[src/rtl/servo_led_command_decoder_top_defines.svh]
// Assertion macros shared by the servo and LED command decoder.
// Each macro expects clk and rst_n to be visible where it is used.
`ifndef SERVO_LED_COMMAND_DECODER_TOP_DEFINES_SVH
`define SERVO_LED_COMMAND_DECODER_TOP_DEFINES_SVH

`define SLED_ASSERT_ALWAYS(lbl, cond, msg) \
    lbl: assert property (@(posedge clk) disable iff (!rst_n) (cond)) else $error(msg);

`define SLED_ASSERT_SAME(lbl, ante, cons, msg) \
    lbl: assert property (@(posedge clk) disable iff (!rst_n) (ante) |-> (cons)) \
        else $error(msg);

`define SLED_ASSERT_NEXT(lbl, ante, cons, msg) \
    lbl: assert property (@(posedge clk) disable iff (!rst_n) (ante) |=> (cons)) \
        else $error(msg);

`endif

[src/rtl/sled_pkg.sv]
`timescale 1ns / 1ps

package sled_pkg;

    localparam int BYTE_W    = 8;
    localparam int CENTER_W  = 16;
    localparam int STEP_W    = 8;
    localparam int CHAN_W    = 2;
    localparam int POS_W     = 3;
    localparam int CMD_LEN   = 5;
    localparam int HELD_LEN  = 4;
    localparam int CFG_IDX_W = 2;
    localparam int CFG_DATA_W = 16;

    localparam logic [CENTER_W-1:0] CENTER_RESET = 16'd2999;
    localparam logic [STEP_W-1:0]   STEP_RESET   = 8'd11;

    localparam logic [CFG_IDX_W-1:0] CFG_CENTER = 2'd0;
    localparam logic [CFG_IDX_W-1:0] CFG_STEP   = 2'd1;

    localparam logic KIND_SERVO = 1'b0;
    localparam logic KIND_LED   = 1'b1;

    localparam logic [BYTE_W-1:0] CHAR_S     = 8'h53;
    localparam logic [BYTE_W-1:0] CHAR_L     = 8'h4C;
    localparam logic [BYTE_W-1:0] CHAR_PLUS  = 8'h2B;
    localparam logic [BYTE_W-1:0] CHAR_MINUS = 8'h2D;
    localparam logic [BYTE_W-1:0] CHAR_O     = 8'h4F;
    localparam logic [BYTE_W-1:0] CHAR_N     = 8'h4E;
    localparam logic [BYTE_W-1:0] CHAR_F     = 8'h46;
    localparam logic [BYTE_W-1:0] CHAR_0     = 8'h30;
    localparam logic [BYTE_W-1:0] CHAR_1     = 8'h31;
    localparam logic [BYTE_W-1:0] CHAR_2     = 8'h32;
    localparam logic [BYTE_W-1:0] CHAR_9     = 8'h39;

    typedef logic [CMD_LEN-1:0][BYTE_W-1:0] cmd_t;

    typedef struct packed {
        logic                command_valid;
        logic                target_kind;
        logic [CHAN_W-1:0]   channel;
        logic [CENTER_W-1:0] compare_value;
        logic                led_level;
    } res_t;

endpackage

[src/rtl/sled_ifs.sv]
`timescale 1ns / 1ps

interface sled_rx_if
    import sled_pkg::*;
();
    logic              valid;
    logic              ready;
    logic [BYTE_W-1:0] rx_byte;

    modport source (output valid, output rx_byte, input ready);
    modport sink (input valid, input rx_byte, output ready);
endinterface

interface sled_res_if
    import sled_pkg::*;
();
    logic                valid;
    logic                ready;
    logic                command_valid;
    logic                target_kind;
    logic [CHAN_W-1:0]   channel;
    logic [CENTER_W-1:0] compare_value;
    logic                led_level;

    modport source (
        output valid, output command_valid, output target_kind, output channel,
        output compare_value, output led_level, input ready
    );
    modport sink (
        input valid, input command_valid, input target_kind, input channel,
        input compare_value, input led_level, output ready
    );
endinterface

interface sled_cfg_if
    import sled_pkg::*;
();
    logic                  valid;
    logic                  ready;
    logic [CFG_IDX_W-1:0]  index;
    logic [CFG_DATA_W-1:0] data;

    modport source (output valid, output index, output data, input ready);
    modport sink (input valid, input index, input data, output ready);
endinterface

[src/rtl/sled_decode.sv]
`timescale 1ns / 1ps

module sled_decode
    import sled_pkg::*;
(
    input  cmd_t                cmd,
    input  logic [CENTER_W-1:0] center,
    input  logic [STEP_W-1:0]   step,
    output res_t                result
);

    logic        d3_ok;
    logic        d4_ok;
    logic        angle_ok;
    logic [3:0]  d3;
    logic [3:0]  d4;
    logic [6:0]  angle;
    logic [14:0] delta;
    logic [16:0] sum;
    logic [16:0] diff;
    logic [CENTER_W-1:0] servo_value;

    assign d3_ok = (cmd[3] >= CHAR_0) && (cmd[3] <= CHAR_9);
    assign d4_ok = (cmd[4] >= CHAR_0) && (cmd[4] <= CHAR_9);
    // Ninety is the largest angle, so a leading nine allows only a trailing zero.
    assign angle_ok = d3_ok && ((cmd[3] == CHAR_9) ? (cmd[4] == CHAR_0) : d4_ok);

    assign d3 = cmd[3][3:0];
    assign d4 = cmd[4][3:0];
    assign angle = 7'({3'b000, d3} * 7'd10) + {3'b000, d4};
    assign delta = 15'({7'b0, step} * {8'b0, angle});
    assign sum = {1'b0, center} + {2'b00, delta};
    assign diff = {1'b0, center} - {2'b00, delta};

    always_comb
    begin
        if (cmd[2] == CHAR_PLUS)
        begin
            servo_value = sum[16] ? {CENTER_W{1'b1}} : sum[CENTER_W-1:0];
        end
        else
        begin
            servo_value = diff[16] ? '0 : diff[CENTER_W-1:0];
        end
    end

    always_comb
    begin
        result = '0;
        priority if (cmd[0] == CHAR_S)
        begin
            if ((cmd[1] >= CHAR_0) && (cmd[1] <= CHAR_2)
                && ((cmd[2] == CHAR_PLUS) || (cmd[2] == CHAR_MINUS)) && angle_ok)
            begin
                result.command_valid = 1'b1;
                result.target_kind   = KIND_SERVO;
                result.channel       = cmd[1][CHAN_W-1:0];
                result.compare_value = servo_value;
            end
        end
        else if (cmd[0] == CHAR_L)
        begin
            if (((cmd[1] == CHAR_0) || (cmd[1] == CHAR_1)) && (cmd[2] == CHAR_O)
                && (((cmd[3] == CHAR_N) && (cmd[4] == CHAR_N))
                    || ((cmd[3] == CHAR_F) && (cmd[4] == CHAR_F))))
            begin
                result.command_valid = 1'b1;
                result.target_kind   = KIND_LED;
                result.channel       = cmd[1][CHAN_W-1:0];
                result.led_level     = (cmd[3] == CHAR_N);
            end
        end
        else
        begin
            result = '0;
        end
    end

endmodule

[src/rtl/servo_led_command_decoder_top.sv]
`timescale 1ns / 1ps
// Channel  Direction  Payload                                            Results
// rx       in         rx_byte                                            -
// res      out        command_valid, target_kind, channel,               one per fifth byte
//                     compare_value, led_level
// cfg      in         index, data (center_count, step_per_degree)        -
//
// One byte is accepted per cycle unless a fifth byte waits on a stalled output; the fifth
// byte of a command is captured in a command register and its result is then loaded
// into the output register when the output is free. Reset clears the character position
// and valid flags and sets center and step to their reset values; data is not reset.
// A stalled output holds the command register; only a fifth byte then waits.

`include "servo_led_command_decoder_top_defines.svh"

module servo_led_command_decoder_top
    import sled_pkg::*;
(
    input  logic      clk,
    input  logic      rst_n,
    sled_rx_if.sink   rx,
    sled_res_if.source res,
    sled_cfg_if.sink  cfg
);

    logic [BYTE_W-1:0]   held_reg [HELD_LEN];
    logic [POS_W-1:0]    pos_reg;
    logic [POS_W-1:0]    pos_next;
    logic                s1_valid_reg;
    logic                s1_valid_next;
    cmd_t                s1_cmd_reg;
    logic                res_valid_reg;
    logic                res_valid_next;
    res_t                res_data_reg;
    res_t                dec_result;
    logic [CENTER_W-1:0] center_reg;
    logic [STEP_W-1:0]   step_reg;

    logic rx_fire;
    logic last_byte;
    logic out_load;
    logic s1_free;

    assign last_byte = pos_reg[2];
    assign out_load  = !res_valid_reg || res.ready;
    assign s1_free   = !s1_valid_reg || out_load;
    assign rx.ready  = !last_byte || s1_free;
    assign rx_fire   = rx.valid && rx.ready;
    assign cfg.ready = 1'b1;

    always_comb
    begin
        pos_next = pos_reg;
        if (rx_fire)
        begin
            pos_next = last_byte ? '0 : pos_reg + 3'd1;
        end
    end

    always_comb
    begin
        s1_valid_next = s1_valid_reg;
        if (rx_fire && last_byte)
        begin
            s1_valid_next = 1'b1;
        end
        else if (out_load)
        begin
            s1_valid_next = 1'b0;
        end
    end

    assign res_valid_next = out_load ? s1_valid_reg : res_valid_reg;

    always_ff @(posedge clk or negedge rst_n)
    begin
        if (!rst_n)
        begin
            pos_reg       <= '0;
            s1_valid_reg  <= 1'b0;
            res_valid_reg <= 1'b0;
            center_reg    <= CENTER_RESET;
            step_reg      <= STEP_RESET;
        end
        else
        begin
            pos_reg       <= pos_next;
            s1_valid_reg  <= s1_valid_next;
            res_valid_reg <= res_valid_next;
            if (cfg.valid && cfg.ready)
            begin
                unique case (cfg.index)
                    CFG_CENTER: center_reg <= cfg.data[CENTER_W-1:0];
                    CFG_STEP:   step_reg   <= cfg.data[STEP_W-1:0];
                    default:    ;
                endcase
            end
        end
    end

    always_ff @(posedge clk)
    begin
        if (rx_fire && !last_byte)
        begin
            held_reg[pos_reg[1:0]] <= rx.rx_byte;
        end
        if (rx_fire && last_byte)
        begin
            s1_cmd_reg <= {rx.rx_byte, held_reg[3], held_reg[2], held_reg[1], held_reg[0]};
        end
        if (out_load && s1_valid_reg)
        begin
            res_data_reg <= dec_result;
        end
    end

    sled_decode u_decode (
        .cmd    (s1_cmd_reg),
        .center (center_reg),
        .step   (step_reg),
        .result (dec_result)
    );

    assign res.valid         = res_valid_reg;
    assign res.command_valid = res_data_reg.command_valid;
    assign res.target_kind   = res_data_reg.target_kind;
    assign res.channel       = res_data_reg.channel;
    assign res.compare_value = res_data_reg.compare_value;
    assign res.led_level     = res_data_reg.led_level;

    `SLED_ASSERT_ALWAYS(a_pos_range, pos_reg <= 3'd4, "character position beyond fifth byte")
    `SLED_ASSERT_NEXT(a_fifth_capture, rx_fire && last_byte, s1_valid_reg && (pos_reg == 3'd0),
        "fifth byte did not start a decode")
    `SLED_ASSERT_NEXT(a_s1_hold, s1_valid_reg && !out_load, s1_valid_reg,
        "pending command lost while output stalled")
    `SLED_ASSERT_SAME(a_invalid_clear, res.valid && !res.command_valid,
        (res.compare_value == '0) && !res.led_level && (res.channel == '0),
        "invalid result carries data")

endmodule
[src/flat_wrapper.sv]
// flat-port wrapper written by rule: the top's interface ports become plain ports
module servo_led_command_decoder_top_flat import sled_pkg::*;
  (clk, rst_n, rx_valid, rx_rx_byte, rx_ready, res_valid, res_command_valid, res_target_kind, res_channel, res_compare_value, res_led_level, res_ready, cfg_valid, cfg_index, cfg_data, cfg_ready);
  sled_rx_if rx_i ();
  sled_res_if res_i ();
  sled_cfg_if cfg_i ();
  input  logic clk;
  input  logic rst_n;
  input wire logic [$bits(rx_i.valid)-1:0] rx_valid;
  input wire logic [$bits(rx_i.rx_byte)-1:0] rx_rx_byte;
  output wire logic [$bits(rx_i.ready)-1:0] rx_ready;
  output wire logic [$bits(res_i.valid)-1:0] res_valid;
  output wire logic [$bits(res_i.command_valid)-1:0] res_command_valid;
  output wire logic [$bits(res_i.target_kind)-1:0] res_target_kind;
  output wire logic [$bits(res_i.channel)-1:0] res_channel;
  output wire logic [$bits(res_i.compare_value)-1:0] res_compare_value;
  output wire logic [$bits(res_i.led_level)-1:0] res_led_level;
  input wire logic [$bits(res_i.ready)-1:0] res_ready;
  input wire logic [$bits(cfg_i.valid)-1:0] cfg_valid;
  input wire logic [$bits(cfg_i.index)-1:0] cfg_index;
  input wire logic [$bits(cfg_i.data)-1:0] cfg_data;
  output wire logic [$bits(cfg_i.ready)-1:0] cfg_ready;
  assign rx_i.valid = rx_valid;
  assign rx_i.rx_byte = rx_rx_byte;
  assign rx_ready = rx_i.ready;
  assign res_valid = res_i.valid;
  assign res_command_valid = res_i.command_valid;
  assign res_target_kind = res_i.target_kind;
  assign res_channel = res_i.channel;
  assign res_compare_value = res_i.compare_value;
  assign res_led_level = res_i.led_level;
  assign res_i.ready = res_ready;
  assign cfg_i.valid = cfg_valid;
  assign cfg_i.index = cfg_index;
  assign cfg_i.data = cfg_data;
  assign cfg_ready = cfg_i.ready;
  servo_led_command_decoder_top u_core (.clk(clk), .rst_n(rst_n), .rx(rx_i), .res(res_i), .cfg(cfg_i));
endmodule
[config.mk]
export PLATFORM = sky130hd
export DESIGN_NAME = servo_led_command_decoder_top_flat
export DESIGN_NICKNAME = d
export VERILOG_FILES = /design/src/rtl/sled_pkg.sv /design/src/rtl/sled_ifs.sv /design/src/rtl/sled_decode.sv /design/src/rtl/servo_led_command_decoder_top.sv /design/src/flat_wrapper.sv
export VERILOG_INCLUDE_DIRS = /design/src /design/src/rtl
export SDC_FILE = /design/constraint.sdc
export NUM_CORES = 1
export LEC_CHECK = 0
export ABC_AREA = 1
export BUFFER_PORTS_ARGS = -buffer_cell sky130_fd_sc_hd__buf_2
export CORE_UTILIZATION = 56
export CTS_BUF_LIST = sky130_fd_sc_hd__clkbuf_8
export CTS_CLUSTER_SIZE = 14
export DETAILED_ROUTE_END_ITERATION = 10
export HOLD_SLACK_MARGIN = 0.02
export PLACE_DENSITY = 0.78
export RECOVER_POWER = 25
export SLEW_MARGIN = 5
export SYNTH_ARGS = -nofsm -noshare
export SYNTH_HDL_FRONTEND = slang
export SYNTH_HIERARCHICAL = 1
export SYNTH_SLANG_ARGS = --single-unit
export TNS_END_PERCENT = 1
[constraint.sdc]
create_clock -name clk -period 9.9 [get_ports clk]
set_clock_uncertainty 0.15 [all_clocks]
set_input_delay 1.485 -clock clk [delete_from_list [all_inputs] [get_ports clk]]
set_output_delay 1.485 -clock clk [all_outputs]
set_load 0.005 [all_outputs]
==> metrics.txt, run 1 <==
# TYPE chip_impl_metric gauge
chip_impl_info{name="run_status",value="completed"} 1
chip_impl_info{name="yosys_most_used_dff",value="edfxtp_1"} 1
chip_impl_metric{name="critical-path-max-stage-delay",unit="ns"} 0.55
chip_impl_metric{name="critical_path_depth",unit=""} 31
chip_impl_metric{name="cts_buffer_depth",unit=""} 2
chip_impl_metric{name="first_pass_grt_wire_length",unit="µm"} 30900
chip_impl_metric{name="vias_per_cell",unit=""} 5.18
chip_impl_metric{name="synth_warnings",unit=""} 6
chip_impl_info{name="critPathMostFrequentCell",value="inv_1"} 1
chip_impl_metric{name="largest_reg_flops",unit=""} 40
chip_impl_metric{name="clock_sink_count",unit=""} 122
chip_impl_metric{name="groute.usage.overall",unit="%"} 25.1
chip_impl_metric{name="ant_nets",unit=""} 0
chip_impl_metric{name="core_area",unit="mm²"} 0.0153
chip_impl_metric{name="post_dr_wirelength_cell",unit="µm"} 14.6
chip_impl_metric{name="drt_pre_antenna_iters",unit=""} 5
chip_impl_metric{name="synth_edf_count",unit=""} 93
chip_impl_metric{name="crit_required",unit="ns"} 9.95
chip_impl_metric{name="grt_overflow_total",unit=""} 0
chip_impl_metric{name="grt_pass1_vias",unit=""} 6635
chip_impl_metric{name="slew_headroom",unit="%"} 44.0
chip_impl_metric{name="maxCapViolations",unit=""} 0
chip_impl_info{name="worst_r2r_endpoint",value="u_core/res.compare_value[15]$_DFFE_PP_"} 1
chip_impl_metric{name="fp.dieArea",unit="mm²"} 0.0162
chip_impl_metric{name="detailedPlacementHpwl",unit="µm"} 14900
chip_impl_metric{name="initial_utilization",unit="%"} 57.8
chip_impl_metric{name="cts_inserted_buffers",unit=""} 17
chip_impl_info{name="hold_path_class",value="reg2reg"} 1
chip_impl_metric{name="r2r_slack",unit="ns"} 2.08
chip_impl_metric{name="synth_top_cell_area_share",unit="%"} 31.7
chip_impl_metric{name="num_io_pins",unit=""} 55
chip_impl_metric{name="post_synth_inst_count",unit=""} 1031
chip_impl_info{name="cp-endpoint",value="u_core/res.compare_value[15]$_DFFE_PP_"} 1
chip_impl_metric{name="area.growth.synth_to_final",unit="%"} 8.43
chip_impl_metric{name="final_hold_viol_count",unit=""} 0
chip_impl_metric{name="critical_path.n_buffers_inverters",unit=""} 6
chip_impl_metric{name="postSynth.asyncResetShare",unit="%"} 23.8
chip_impl_metric{name="place.port_buffers",unit=""} 53
chip_impl_metric{name="whs",unit="ns"} 0.267
chip_impl_metric{name="detail_route.iter0.violations",unit=""} 463
chip_impl_info{name="tritoncts",value="built"} 1
chip_impl_metric{name="clk_pin_slew_worst_paths",unit="ns"} 0.08
chip_impl_metric{name="antenna_cells_inserted",unit=""} 0
chip_impl_metric{name="pin_count_of_the_biggest_net_entering_global_routing",unit=""} 41
chip_impl_metric{name="clock_tree.htree_level_count",unit=""} 4
chip_impl_info{name="yosys.cell_count.top_type",value="nand2_1"} 1
chip_impl_metric{name="netlist_area",unit="mm²"} 0.00881
chip_impl_metric{name="min_period",unit="ns"} 7.82
chip_impl_metric{name="timing.critical_path.arrival",unit="ns"} 7.88
chip_impl_metric{name="worst-r2r-cell-count",unit=""} 31
chip_impl_metric{name="clk-insertion-delay-late",unit="ns"} 0.46
chip_impl_metric{name="grt_antenna_before_repair",unit=""} 0
chip_impl_metric{name="postCtsSetupRepairBufs",unit=""} 0
chip_impl_metric{name="pre_cts_slack",unit="ns"} 2.10
chip_impl_metric{name="tns",unit="ns"} 0
chip_impl_info{name="ws_path_type",value="reg2reg"} 1
chip_impl_info{name="post_synth_main_area_contributors",value="edfxtp_1, nand2_1, ha_1"} 1
chip_impl_metric{name="die_h",unit="µm"} 127
chip_impl_info{name="post-synth-top-area-cell",value="edfxtp_1"} 1
chip_impl_info{name="critPathLaunchType",value="register"} 1
chip_impl_metric{name="syn_nets",unit=""} 1171
chip_impl_metric{name="final_core_utilization",unit="%"} 62.6
chip_impl_metric{name="hold_path_cell_cnt",unit=""} 0
chip_impl_metric{name="achievable-frequency",unit="MHz"} 128
chip_impl_metric{name="overall_via_count_from_detail_route",unit=""} 6765
chip_impl_metric{name="syn_area_per_cell",unit="µm²"} 8.55
chip_impl_metric{name="worstMarginPinSlew",unit="ns"} 0.836
chip_impl_metric{name="final-setup-viol-count",unit=""} 0
chip_impl_info{name="rr_startpoint",value="u_core/s1_cmd_reg[27]$_DFFE_PP_"} 1
chip_impl_metric{name="floorplan.die.width",unit="µm"} 127
chip_impl_info{name="critical_path.startpoint",value="u_core/s1_cmd_reg[27]$_DFFE_PP_"} 1
chip_impl_metric{name="slew_viol_final",unit=""} 0
chip_impl_metric{name="crit_path_max_fanout",unit=""} 13
chip_impl_metric{name="detail_route.drc_violations",unit=""} 0
chip_impl_metric{name="cts-resized-gates",unit=""} 0
chip_impl_info{name="worstSetupEndpointType",value="register"} 1
chip_impl_metric{name="cts_hold_repair.buffers",unit=""} 0
chip_impl_metric{name="drt-total-wl",unit="µm"} 19000
chip_impl_metric{name="gp_congestion",unit=""} 0.963
chip_impl_metric{name="final_worst_path_period_share",unit="%"} 79.0
chip_impl_info{name="timing.critical_path.max_delay_family",value="adder cells"} 1
chip_impl_info{name="grt_setup_unrepaired",value="no"} 1
chip_impl_metric{name="share_of_final_layout_standard_cells_stronger_than_drive_strength_1",unit="%"} 11.4
chip_impl_info{name="clk_root_buf",value="clkbuf_8"} 1
chip_impl_metric{name="postSynthRegisterBits",unit=""} 122
chip_impl_metric{name="setup_slack",unit="ns"} 2.08
chip_impl_metric{name="core.rowCount",unit=""} 45
chip_impl_metric{name="ys_seq_area_share",unit="%"} 40.1
chip_impl_metric{name="ys_types",unit=""} 42
chip_impl_info{name="synth_common_cells",value="nand2_1, inv_1, nor2_1"} 1
chip_impl_info{name="critPathSlowestCell",value="fa_1"} 1
chip_impl_metric{name="fin_nets",unit=""} 1223
## through the flow
stage                     instance area [µm²]  std cells
after global routing                     9560       1307
final                                    9560       1307
after floorplan                          8810       1031
after CTS                                9570       1307
after detailed placement                 9180       1275
after global placement                   9180       1275
## metal layers
layer	vias up	wire length [µm]	GRT usage (%)	part of all wire (%)
met5	-	0	0	0
met1	3159	7770	27.9	41
met3	63	858	5.03	4.5
li1	3340	-	-	-
met2	203	9460	44.2	50
met4	0	927	15.3	4.9
## layout make-up
type                       instances  area [µm²]
clock buffer                      17         234
clock inverter                    15         155
fill                            1306        5700
inverter                         206         773
multi-input combinational        681        4330
sequential                       122        3530
tap                              211         264
timing repair buffer              55         272
## logic make-up (layout without fill, tap and decap cells)
family | after synthesis | after routing | share of synthesized area (%)
buffers and inverters | 228 | 293 | 10.9
and+or+nand+nor | 449 | 449 | 22.0
AOI/OAI and AO/OA | 95 | 95 | 6.03
other | 1 | 1 | 0.0425
xor gates and xnor gates | 27 | 27 | 2.68
adders and majority gates | 109 | 109 | 18.3
DFF | 122 | 122 | 40.1
## cell usage in the layout, fill, tap and decap left out, types with 17 or more instances in the layout
cell / n
fa_1: 33
xor2_1: 19
a21oi_1: 44
nand2_1: 255
clkbuf_8: 17
dfrtp_1: 17
nand3_1: 49
nor2_1: 97
o21ai_0: 24
buf_2: 46
ha_1: 76
inv_1: 202
edfxtp_1: 93
## how the worst min path moves through the flow
stage / start / endpoint
4_1_cts: u_core/held_reg[3][3]$_DFFE_PP_ / u_core/s1_cmd_reg[27]$_DFFE_PP_
3_3_place_gp: u_core/held_reg[1][2]$_DFFE_PP_ / u_core/s1_cmd_reg[10]$_DFFE_PP_
2_1_floorplan: u_core/held_reg[0][0]$_DFFE_PP_ / u_core/s1_cmd_reg[0]$_DFFE_PP_
6_report: u_core/held_reg[3][3]$_DFFE_PP_ / u_core/s1_cmd_reg[27]$_DFFE_PP_
5_1_grt: u_core/held_reg[0][3]$_DFFE_PP_ / u_core/s1_cmd_reg[3]$_DFFE_PP_
3_5_place_dp: u_core/held_reg[1][7]$_DFFE_PP_ / u_core/s1_cmd_reg[15]$_DFFE_PP_
Power of run 1 is left out: the tool's default activity adds up to more than one toggle a clock period on the data nets, which glitch-free logic cannot reach.
==> inputs of run 2 (changes only) <==
==> constraint.sdc (replaced) <==
create_clock -name clk -period 7.5 [get_ports clk]
set_clock_uncertainty 0.15 [all_clocks]
set_input_delay 1.125 -clock clk [delete_from_list [all_inputs] [get_ports clk]]
set_output_delay 1.125 -clock clk [all_outputs]
set_load 0.005 [all_outputs]
==> metrics.txt, run 2 (synthesis results as in run 1) <==
# TYPE chip_impl_metric gauge
chip_impl_metric{name="multi_input_comb_area",unit="mm²"} 0.00452
chip_impl_metric{name="maxCapViolations",unit=""} 0
chip_impl_info{name="critPathLaunchType",value="register"} 1
chip_impl_metric{name="clock_sink_count",unit=""} 122
chip_impl_info{name="tritoncts",value="built"} 1
chip_impl_metric{name="post_dp_cell_area",unit="mm²"} 0.00924
chip_impl_metric{name="clock_tree.htree_level_count",unit=""} 4
chip_impl_metric{name="critical-path-max-stage-delay",unit="ns"} 0.53
chip_impl_metric{name="vias_per_cell",unit=""} 5.22
chip_impl_metric{name="detail_route.drc_violations",unit=""} 0
chip_impl_info{name="critPathMostFrequentCell",value="inv_1"} 1
chip_impl_metric{name="worst-r2r-cell-count",unit=""} 32
chip_impl_metric{name="drt_pre_antenna_iters",unit=""} 7
chip_impl_metric{name="drt-total-wl",unit="µm"} 19500
chip_impl_metric{name="final-setup-viol-count",unit=""} 0
chip_impl_info{name="mostFrequentLayoutCell",value="nand2_1"} 1
chip_impl_info{name="clk_root_buf",value="clkbuf_8"} 1
chip_impl_metric{name="first_pass_grt_wire_length",unit="µm"} 30900
chip_impl_metric{name="final_design_area_no_fill",unit="mm²"} 0.00991
chip_impl_metric{name="place.port_buffers",unit=""} 53
chip_impl_metric{name="grt_overflow_total",unit=""} 0
chip_impl_metric{name="detail_route.iter0.violations",unit=""} 637
chip_impl_info{name="worst_r2r_endpoint",value="u_core/res.compare_value[11]$_DFFE_PP_"} 1
chip_impl_metric{name="final_hold_viol_count",unit=""} 0
chip_impl_metric{name="achievable-frequency",unit="MHz"} 138
chip_impl_metric{name="pin_count_of_the_biggest_net_entering_global_routing",unit=""} 41
chip_impl_metric{name="worstMarginPinSlew",unit="ns"} 0.836
chip_impl_metric{name="pre_cts_slack",unit="ns"} -0.00144
chip_impl_info{name="ws_path_type",value="reg2reg"} 1
chip_impl_metric{name="largest_reg_flops",unit=""} 40
chip_impl_metric{name="final_worst_path_period_share",unit="%"} 96.7
chip_impl_metric{name="slew_headroom",unit="%"} 44.0
chip_impl_metric{name="grt_antenna_before_repair",unit=""} 0
chip_impl_metric{name="cts_inserted_buffers",unit=""} 17
chip_impl_metric{name="setup_slack",unit="ns"} 0.246
chip_impl_info{name="run_status",value="completed"} 1
chip_impl_metric{name="detailedPlacementHpwl",unit="µm"} 15000
chip_impl_metric{name="share_of_final_layout_standard_cells_stronger_than_drive_strength_1",unit="%"} 14.9
chip_impl_metric{name="fin_nets",unit=""} 1240
chip_impl_info{name="critPathSlowestCell",value="fa_1"} 1
chip_impl_metric{name="overall_via_count_from_detail_route",unit=""} 6916
chip_impl_metric{name="clk-insertion-delay-late",unit="ns"} 0.44
chip_impl_metric{name="min_period",unit="ns"} 7.25
chip_impl_metric{name="post_dr_wirelength_cell",unit="µm"} 14.7
chip_impl_metric{name="fp.dieArea",unit="mm²"} 0.0162
chip_impl_metric{name="timing.critical_path.arrival",unit="ns"} 7.31
chip_impl_metric{name="sequential_cell_area",unit="mm²"} 0.00353
chip_impl_metric{name="groute.usage.overall",unit="%"} 24.8
chip_impl_info{name="rr_startpoint",value="u_core/s1_cmd_reg[25]$_DFFE_PP_"} 1
chip_impl_metric{name="tns",unit="ns"} 0
chip_impl_metric{name="die_h",unit="µm"} 127
chip_impl_info{name="hold_path_class",value="reg2reg"} 1
chip_impl_metric{name="cts_hold_repair.buffers",unit=""} 0
chip_impl_metric{name="num_io_pins",unit=""} 55
chip_impl_info{name="holdCritStartpoint",value="u_core/held_reg[0][2]$_DFFE_PP_"} 1
chip_impl_metric{name="r2r_slack",unit="ns"} 0.25
chip_impl_metric{name="core_area",unit="mm²"} 0.0153
chip_impl_info{name="layout.cells.most_common_list",value="nand2_1, inv_1, nor2_1"} 1
chip_impl_metric{name="gp_congestion",unit=""} 0.965
chip_impl_info{name="worstSetupEndpointType",value="register"} 1
chip_impl_info{name="worst_hold_endpoint",value="u_core/s1_cmd_reg[2]$_DFFE_PP_"} 1
chip_impl_metric{name="crit_path_max_fanout",unit=""} 6
chip_impl_metric{name="final_core_utilization",unit="%"} 64.9
chip_impl_metric{name="area.growth.synth_to_final",unit="%"} 12.4
chip_impl_metric{name="initial_utilization",unit="%"} 57.8
chip_impl_metric{name="crit_required",unit="ns"} 7.55
chip_impl_metric{name="hold_path_cell_cnt",unit=""} 0
chip_impl_metric{name="grt_pass1_vias",unit=""} 6575
chip_impl_metric{name="core.rowCount",unit=""} 45
chip_impl_metric{name="ant_nets",unit=""} 0
chip_impl_metric{name="floorplan.die.width",unit="µm"} 127
chip_impl_metric{name="slew_viol_final",unit=""} 0
chip_impl_metric{name="cts_buffer_depth",unit=""} 2
chip_impl_metric{name="final.fill_count",unit=""} 1252
chip_impl_metric{name="antenna_cells_inserted",unit=""} 0
chip_impl_metric{name="clk_pin_slew_worst_paths",unit="ns"} 0.08
[run 2: changes by cell type in the layout (fill, tap and decap cells not counted), moves of 2 or more]
| cell | delta |
|---|---|
| ha_4 | +8 |
| o21ai_1 | +5 |
| bufinv_16 | +2 |
| buf_4 | +15 |
| nor2_1 | -2 |
| xnor2_1 | -2 |
| a21oi_2 | +6 |
| ha_1 | -9 |
| a21oi_1 | -6 |
| o21ai_2 | +2 |
| nor2_4 | +3 |
| o21ai_0 | -7 |
| inv_8 | -2 |
| xnor2_2 | +2 |
[run 2: worst max path at each step]
| stage | from | to | slack [ns] | cells after the start |
|---|---|---|---|---|
| after floorplan | u_core/s1_cmd_reg[27]$_DFFE_PP_ | u_core/res.compare_value[2]$_DFFE_PP_ | 0.54 | 35 |
| after global placement | u_core/s1_cmd_reg[25]$_DFFE_PP_ | u_core/res.compare_value[12]$_DFFE_PP_ | 0.13 | 31 |
| after detailed placement | u_core/s1_cmd_reg[25]$_DFFE_PP_ | u_core/res.compare_value[11]$_DFFE_PP_ | -0.001 | 32 |
| after CTS | u_core/s1_cmd_reg[25]$_DFFE_PP_ | u_core/res.compare_value[11]$_DFFE_PP_ | 0.05 | 32 |
| after global routing | u_core/s1_cmd_reg[25]$_DFFE_PP_ | u_core/res.compare_value[12]$_DFFE_PP_ | -0.11 | 32 |
| final | u_core/s1_cmd_reg[25]$_DFFE_PP_ | u_core/res.compare_value[11]$_DFFE_PP_ | 0.25 | 32 |
[run 2: critical path, delay by kind of cell (launching register included)]
family | cells | cell delay, ns
AO/OA/AOI/OAI | 5 | 0.79
adder cells (fa/ha/maj) | 9 | 3.67
buffers and inverters | 6 | 0.48
AND/OR/NAND/NOR | 10 | 0.97
flip-flops | 1 | 0.45
XOR/XNOR | 2 | 0.47
[run 2: routing by layer]
| metal | GRT usage, % | wire [µm] | vias up |
|---|---|---|---|
| li1 | - | - | 3367 |
| met1 | 29.3 | 8030 | 3258 |
| met5 | 0 | 0 | - |
| met2 | 45.1 | 10100 | 238 |
| met3 | 3.98 | 864 | 53 |
| met4 | 9.87 | 504 | 0 |
[run 2: timing repair]
action	4_1_cts	5_1_grt
setup buffers	0	8
pin swaps	0	12
setup endpoints to repair	11	16
cloned	0	1
gates resized for setup	1	40
[run 2: cell type report]
| cell class | count | share of cell area [%] |
|---|---|---|
| multi-input cells | 682 | 45.6 |
| flip-flops and latches | 122 | 35.7 |
| inverters | 206 | 7.80 |
| repair buffers | 71 | 3.99 |
| well taps | 211 | 2.66 |
| clock buffers | 17 | 2.36 |
| clock inverters | 15 | 1.91 |
[run 2: metrics by stage]
| stage | hold slack (ns) | instances |
|---|---|---|
| 2_1_floorplan | 0.250 | 1031 |
| 3_3_place_gp | 0.251 | 1283 |
| 3_5_place_dp | 0.255 | 1283 |
| 4_1_cts | 0.266 | 1315 |
| 5_1_grt | 0.270 | 1324 |
| 6_report | 0.266 | 1324 |
Power of run 2 is left out for the same reason.
